File: src/pol_pkg.sv
package pol_pkg;

	localparam int ACTION_W   = 2;
	localparam int POS_W      = 6;
	localparam int STATUS_W   = 2;
	localparam int COUNT_W    = 7;
	localparam int CAP_W      = 7;
	localparam logic [CAP_W-1:0] CAP_RESET = 7'd64;

	localparam int DEPTH_DEF      = 64;
	localparam int WORD_WIDTH_DEF = 32;
	localparam int GROUP_SIZE     = 8;

	typedef enum logic [ACTION_W-1:0] {
		ACT_INSERT = 2'd0,
		ACT_DELETE = 2'd1,
		ACT_GET    = 2'd2,
		ACT_CLEAR  = 2'd3
	} pol_action_t;

	typedef enum logic [STATUS_W-1:0] {
		STATUS_OK    = 2'd0,
		STATUS_FULL  = 2'd1,
		STATUS_RANGE = 2'd2
	} pol_status_t;

	typedef enum logic [1:0] {
		ST_IDLE,
		ST_GATHER,
		ST_COMMIT
	} pol_state_t;

	typedef struct packed {
		logic shift_up;
		logic shift_down;
	} pol_cell_ctl_t;

endpackage

File: src/pol_cell.sv
module pol_cell
	import pol_pkg::*;
#(
	parameter int WORD_WIDTH = WORD_WIDTH_DEF,
	parameter int IDX_W      = 6,
	parameter int INDEX      = 0
) (
	input  logic                  clk,
	input  pol_cell_ctl_t         ctl,
	input  logic [IDX_W-1:0]      pos,
	input  logic [WORD_WIDTH-1:0] left,
	input  logic [WORD_WIDTH-1:0] right,
	input  logic [WORD_WIDTH-1:0] new_word,
	output logic [WORD_WIDTH-1:0] word,
	output logic [WORD_WIDTH-1:0] tap
);

	localparam logic [IDX_W-1:0] MY_IDX = IDX_W'(INDEX);

	logic [WORD_WIDTH-1:0] word_q;
	logic [WORD_WIDTH-1:0] word_nxt;

	always_comb begin
		word_nxt = word_q;
		if (ctl.shift_up) begin
			if (MY_IDX > pos) begin
				word_nxt = left;
			end else if (MY_IDX == pos) begin
				word_nxt = new_word;
			end
		end else if (ctl.shift_down) begin
			if (MY_IDX >= pos) begin
				word_nxt = right;
			end
		end
	end

	always_ff @(posedge clk) begin
		word_q <= word_nxt;
	end

	assign word = word_q;
	assign tap  = (MY_IDX == pos) ? word_q : '0;

endmodule

File: config.mk
export PLATFORM = sky130hd
export DESIGN_NAME = pol_cell
export DESIGN_NICKNAME = d
export VERILOG_FILES = /design/src/pol_pkg.sv /design/src/pol_cell.sv
export SDC_FILE = /design/constraint.sdc
export NUM_CORES = 1
export LEC_CHECK = 0
export BUFFER_PORTS_ARGS = -buffer_cell sky130_fd_sc_hd__buf_2
export CORE_ASPECT_RATIO = 1.25
export CORE_MARGIN = 2
export CORE_UTILIZATION = 32
export CTS_CLUSTER_DIAMETER = 30
export CTS_CLUSTER_SIZE = 12
export DETAILED_ROUTE_END_ITERATION = 8
export PLACE_DENSITY = 0.77
export SLEW_MARGIN = 20
export SYNTH_ARGS = -nofsm -noshare
export SYNTH_HDL_FRONTEND = slang
export SYNTH_SLANG_ARGS = --single-unit
File: constraint.sdc
create_clock -name clk -period 2 [get_ports clk]
set_input_delay 0.2 -clock clk [delete_from_list [all_inputs] [get_ports clk]]
set_output_delay 0.2 -clock clk [all_outputs]
set_load 0.005 [all_outputs]
==> metrics.txt <==
Vias/cell 4.67; post-route ant nets 0; final WL 4260 um; CP Capture Type primary output; setup bufs post-CTS 0; CTS tree yes; critical path peak fanout 14; Simple-Gate Fraction of Synth Area 14.1%; gpl congestion 0.770; via count 1453; Critical Path AT 1170 ps; First DRT Iteration DRCs 20; clk sinks 32; ant diodes 0; setup tns final 0 ps; Syn Std Cell Area 1630 um^2; maximum vdd drop 0.438 mV; post-route insts no fill 311; Worst slew margin 74.4%; cells after synthesis 109; GRT overflow 0; num rows 29; largest family of logic cells by synthesized area multiplexers; max reg flops 32; first-pass GRT wire length 6590 um; TritonRoute pass-1 iters 4; area grow syn2layout 53.7%; CTS clk-pin slew, worst paths 60 ps; pwr dens 607 nW/um^2; most common library cell in the layout ignoring fill and taps buf_2; crit path kind primary input to primary output; post-synthesis adder-cell area fraction 0%; sw power 0.291 mW; Avg Inst Size Synth 14.9 um^2; Req. time, crit path 1800 ps; layout cells sized above 1 74.3%; port bufs 136; residual DRC count 0; core area 4970 um^2; post-synthesis sequential area ratio 59.1%; sequential share of power 49.7%; warnings from Yosys 0; Hold Path Class primary input to register; XOR/XNOR share of the synthesized area 0%; syn_nets 214; Pleak 1.30 nW; worst slew pin tran 383 ps; Root Buffer clkbuf_8; total die area 5670 um^2; outcome completed; DIE WIDTH 67.7 um; post_cts resized 0; vias in the first global route 1452; Comb power frac 11.7%; Tot Pwr 1.51 mW; io pins 169; nets 353; die span in y 83.7 um; CTS max path bufs 2; starting density of the core 32.7%; # fillers 428; crit path launch type primary input; CTS H-tree depth 2; final hold viol count 0; initial antenna violation count 0; Clk pwr share 38.6%; final core occ 50.2%; hold_buf cts 0; final worst-path cycle share 68.4%; flops & latches, synth 32; Placed Cells 303; Synth Area in Compound Gates 0.616%; Tot GR Track Use 15.6%; Max Freq 731 MHz; crit path time final 1370 ps; Max-Cap Viols 0; HPWL after DPL 3420 um; Sw Ratio 19.2%; unrepaired setup endpoints after global routing no; Final Max Slew Viols 0; largest net degree at the start of global routing 33; Num CTS Buffers 5; fraction of synthesized area in multiplexers 22.2%; routed len/inst 13.7 um; commonest non-fill, non-tap cells in the layout buf_2, mux2_2, edfxtp_1; P_int 1.22 mW; Distinct cells, synth 10; final setup violation count 0
[kinds of logic (layout without fill, tap and decap cells)]
group | Yosys count | count (layout)
AO/OA/AOI/OAI | 1 | 1
multiplexers | 32 | 32
AND/OR/NAND/NOR | 34 | 34
buffers and inverters | 10 | 150
flip-flops | 32 | 32
[layout make-up]
cell class	count	area, um^2	area share, %
Multi-Input combinational cell	67	602	24.1
Tap cell	62	77.6	3.11
Clock buffer	5	68.8	2.76
Timing Repair Buffer	142	751	30.1
Clock inverter	3	37.5	1.50
Sequential cell	32	961	38.5
[power groups by stage]
| stage | clock network [mW] | registers, mW | logic [mW] |
|---|---|---|---|
| after CTS | 0.605 | 0.753 | 0.180 |
| after global routing | 0.634 | 0.753 | 0.199 |
| after floorplan | 0 | 0.768 | 0.0822 |
| after detailed placement | 0 | 0.767 | 0.179 |
| final | 0.584 | 0.753 | 0.178 |
| after global placement | 0 | 0.767 | 0.176 |
[path summary, 6_finish.rpt]
check	cells after the start	slack, ps	end	from
max	5	630	tap[7]	pos[3]
min	2	220	word[27]	right[27]
[metrics by stage]
stage | setup slack, ps | hold slack [ps] | instance area (um^2)
after floorplan | 118 | 420 | 1630
after global placement | 582 | 502 | 2390
after detailed placement | 562 | 504 | 2390
after CTS | 613 | 210 | 2500
after global routing | 516 | 210 | 2500
final | 632 | 221 | 2500
[routing by layer]
layer / vias to the layer above / routed length [um] / track usage (%)
met2: 94 / 2090 / 25.9
met5: - / 0 / 0
met3: 4 / 473 / 5.13
met4: 0 / 55 / 6.86
li1: 697 / - / -
met1: 658 / 1650 / 17.8
[worst max-delay path, stage by stage]
cell    delay [ps]
buf_2          110
nor4_4         320
buf_4          230
and3_1         170
buf_2          120
[synthesized netlist by cell type]
cell type,number,share of area (%)
and3_1,29,11
and3_2,3,1.4
buf_2,4,1.2
buf_6,3,2.1
clkbuf_1,3,0.69
edfxtp_1,32,59
mux2_2,32,22
nor2_1,1,0.23
nor4_4,1,1.3
o211a_1,1,0.62
Note: power is estimated with default switching activity, not from simulation.
