[config.mk]
export PLATFORM = sky130hd
export DESIGN_NAME = pol_gather
export DESIGN_NICKNAME = d
export VERILOG_FILES = /design/src/pol_pkg.sv /design/src/pol_gather.sv
export SDC_FILE = /design/constraint.sdc
export NUM_CORES = 1
export LEC_CHECK = 0
export BUFFER_PORTS_ARGS = -buffer_cell sky130_fd_sc_hd__buf_2
export CELL_PAD_IN_SITES_DETAIL_PLACEMENT = 0
export CELL_PAD_IN_SITES_GLOBAL_PLACEMENT = 1
export CORE_AREA = 2 2 112 114
export DETAILED_ROUTE_END_ITERATION = 16
export DIE_AREA = 0 0 114 116
export GPL_TIMING_DRIVEN = 0
export PLACE_DENSITY_LB_ADDON = 0.2
export SLEW_MARGIN = 10
export SYNTH_ARGS = -nofsm -noshare
export SYNTH_HDL_FRONTEND = slang
export SYNTH_SLANG_ARGS = --single-unit
[constraint.sdc]
create_clock -name clk -period 0.8 [get_ports clk]
set_input_delay 0.08 -clock clk [delete_from_list [all_inputs] [get_ports clk]]
set_output_delay 0.08 -clock clk [all_outputs]
set_load 0.005 [all_outputs]
[src/pol_pkg.sv]
package pol_pkg;

	localparam int ACTION_W   = 2;
	localparam int POS_W      = 6;
	localparam int STATUS_W   = 2;
	localparam int COUNT_W    = 7;
	localparam int CAP_W      = 7;
	localparam logic [CAP_W-1:0] CAP_RESET = 7'd64;

	localparam int DEPTH_DEF      = 64;
	localparam int WORD_WIDTH_DEF = 32;
	localparam int GROUP_SIZE     = 8;

	typedef enum logic [ACTION_W-1:0] {
		ACT_INSERT = 2'd0,
		ACT_DELETE = 2'd1,
		ACT_GET    = 2'd2,
		ACT_CLEAR  = 2'd3
	} pol_action_t;

	typedef enum logic [STATUS_W-1:0] {
		STATUS_OK    = 2'd0,
		STATUS_FULL  = 2'd1,
		STATUS_RANGE = 2'd2
	} pol_status_t;

	typedef enum logic [1:0] {
		ST_IDLE,
		ST_GATHER,
		ST_COMMIT
	} pol_state_t;

	typedef struct packed {
		logic shift_up;
		logic shift_down;
	} pol_cell_ctl_t;

endpackage

[src/pol_gather.sv]
module pol_gather
	import pol_pkg::*;
#(
	parameter int WORD_WIDTH = WORD_WIDTH_DEF,
	parameter int GROUP      = GROUP_SIZE
) (
	input  logic                  clk,
	input  logic                  load,
	input  logic [WORD_WIDTH-1:0] taps [GROUP],
	output logic [WORD_WIDTH-1:0] merged
);

	logic [WORD_WIDTH-1:0] merged_q;
	logic [WORD_WIDTH-1:0] or_all;

	always_comb begin
		or_all = '0;
		for (int i = 0; i < GROUP; i++) begin
			or_all = or_all | taps[i];
		end
	end

	always_ff @(posedge clk) begin
		if (load) begin
			merged_q <= or_all;
		end
	end

	assign merged = merged_q;

endmodule

==> impl_metrics.yaml <==
outcome:
  status: "finished with violations"
  violations: "negative setup slack"
timing:
  max_freq_mhz: 1150
  finalWorstSetupSlack_ns: -0.0676
  setup_tns_ns: -1.27
  timing.final.crit_share_pct: 108
  fin_crit_ns: 0.868
  tightest_slew_ns: 0.452
  final_max_slew_viol_count: 0
  setup_violations: 32
  hold_viol_final: 0
  grt_setup_unrepaired: "yes"
  slew_headroom_pct: 69.8
logic_synthesis:
  synth_ff_type: "edfxtp_1"
  syn_nets: 386
  synth_top_area_share_pct: 64.9
  synth.distinct_cells: 3
  ys_async_sr_fraction_pct: 0
  synth_edf_count: 32
  synth_common_cells: "nor4_1, edfxtp_1, nand2_1"
  yosysTopAreaCell: "edfxtp_1"
  yosysSeqAreaShare_pct: 64.9
  avgSynthCellArea_um2: 11.6
  ys.warnings.count: 0
  post-synth-top-count-cell: "nor4_1"
  synth_area_leaders: "edfxtp_1, nor4_1, nand2_1"
  syn_inst: 128
  synthesis.area_mm2: 0.00148
  synth_seq_cells: 32
setup_path:
  path_buf_inv: 1
  crit_path_max_incr_delay_ns: 0.38
  crit_family: "flip-flops"
  cp-start-kind: "flip-flop"
  path_cells: "buf_2"
  crit_path_top_delay_cell: "edfxtp_1"
  cp_max_fo: 1
  critPathCaptureType: "output port"
  worstPathRequired_ns: 0.72
  arrival_ns: 0.79
  crit_type: "reg -> out"
power:
  vdd_drop_max_mv: 0.591
  p_leak_nw: 1.57
  power_density_mw_per_mm2: 1400
route:
  vias: 2268
  first_pass_iters: 2
  wl_per_cell_um: 11.8
  wl_mm: 6.76
  ant_nets: 0
  via_per_inst: 3.97
  drcViolationCount: 0
  drtIter0Drc: 30
min_path:
  holdCritPathClass: "in -> reg"
  hold_start: "taps[29]"
  whs_path_depth: 3
  min_to: "merged[29]$_DFFE_PP_"
global_routing:
  grt_overflow: 0
  grtUsageTotal_pct: 9.21
  grt_first_pass_wirelength_mm: 9.38
  grt_max_degree: 33
  grt_pass1_vias: 2097
  antenna_found_initial: 0
clock_network:
  cts-root-buf: "clkbuf_16"
  cts.sinks: 32
  numCtsBuffers: 5
  htreeDepth: 2
  cts_tree: "done"
  clk_pin_slew_ns: 0.05
  cts_setup_buffers: 0
  ctsHoldBuffers: 0
  cts_buffer_depth: 2
  cts_resized: 1
finish:
  multi_input_area_um2: 520
  final.fill_count: 1300
  largest_reg_flops: 32
  antenna_cells: 0
  design_area_mm2: 0.00325
  drive_gt1_share_pct: 69.6
  regArea_um2: 961
  fin_util_pct: 27.3
  syn2layout_area_growth_pct: 120
  layout.nets: 682
place:
  pre_cts_ws_ns: -0.326
  port_buffers: 289
  gp_congestion: 0.738
  placed_cell_area_mm2: 0.00311
  dp_hpwl_mm: 6.00
floorplan:
  io-pin-count: 290
  core_area_mm2: 0.0119
  row_count: 40
  start_util_pct: 12.4
  dieArea_mm2: 0.0132
  die_h_um: 116
  die_width_um: 114
flow_run:
  drv_cap: 0
-- through the flow --
| step | power [W] | instances | hold WS [ns] |
|---|---|---|---|
| 6_report | 0.00457 | 572 | 0.0606 |
| 5_1_grt | 0.00485 | 572 | 0.0549 |
| 4_1_cts | 0.00471 | 572 | 0.0504 |
| 3_5_place_dp | 0.00281 | 564 | 0.336 |
| 3_3_place_gp | 0.00280 | 564 | 0.339 |
| 2_1_floorplan | 0.00206 | 128 | 0.192 |
-- worst max path at each step --
stage | depth (start not counted) | from | endpoint
after global routing | 1 | merged[3]$_DFFE_PP_ | merged[3]
final | 1 | merged[14]$_DFFE_PP_ | merged[14]
after CTS | 1 | merged[14]$_DFFE_PP_ | merged[14]
after detailed placement | 1 | load | merged[0]$_DFFE_PP_
after global placement | 1 | load | merged[0]$_DFFE_PP_
after floorplan | 2 | taps[192] | merged[0]$_DFFE_PP_
-- placed cells by master, fill, tap and decap left out --
cell type,instances
buf_2,288
edfxtp_1,32
clkinv_2,2
nand2_1,32
clkinv_1,1
nor4_1,64
clkbuf_16,5
buf_4,1
-- layer usage --
layer	global-route usage, %	vias to the layer above	wire, um
li1	-	1136	-
met1	8.65	975	2210
met2	18.5	155	3710
met3	3.35	2	800
met4	2.76	0	40
met5	0	-	0
-- logic make-up after synthesis --
group | after synthesis | synth area share (%)
DFF | 32 | 64.9
and+or+nand+nor | 96 | 35.1
-- power by group --
group / internal [W] / switching (W) / leakage (nW)
logic: 0.000529 / 0.000278 / 1.17
registers: 0.00193 / 0.0000190 / 0.323
clock network: 0.00113 / 0.000686 / 0.0710
total: 0.00359 / 0.000983 / 1.57
-- cell type report --
cell class / count / share of cell area, %
sequential: 32 / 29.5
clock inverter: 3 / 0.423
timing repair buffer: 289 / 44.5
tap: 147 / 5.65
multi-input combinational: 96 / 16.0
clock buffer: 5 / 3.85
Power figures use the tool's default switching activity.
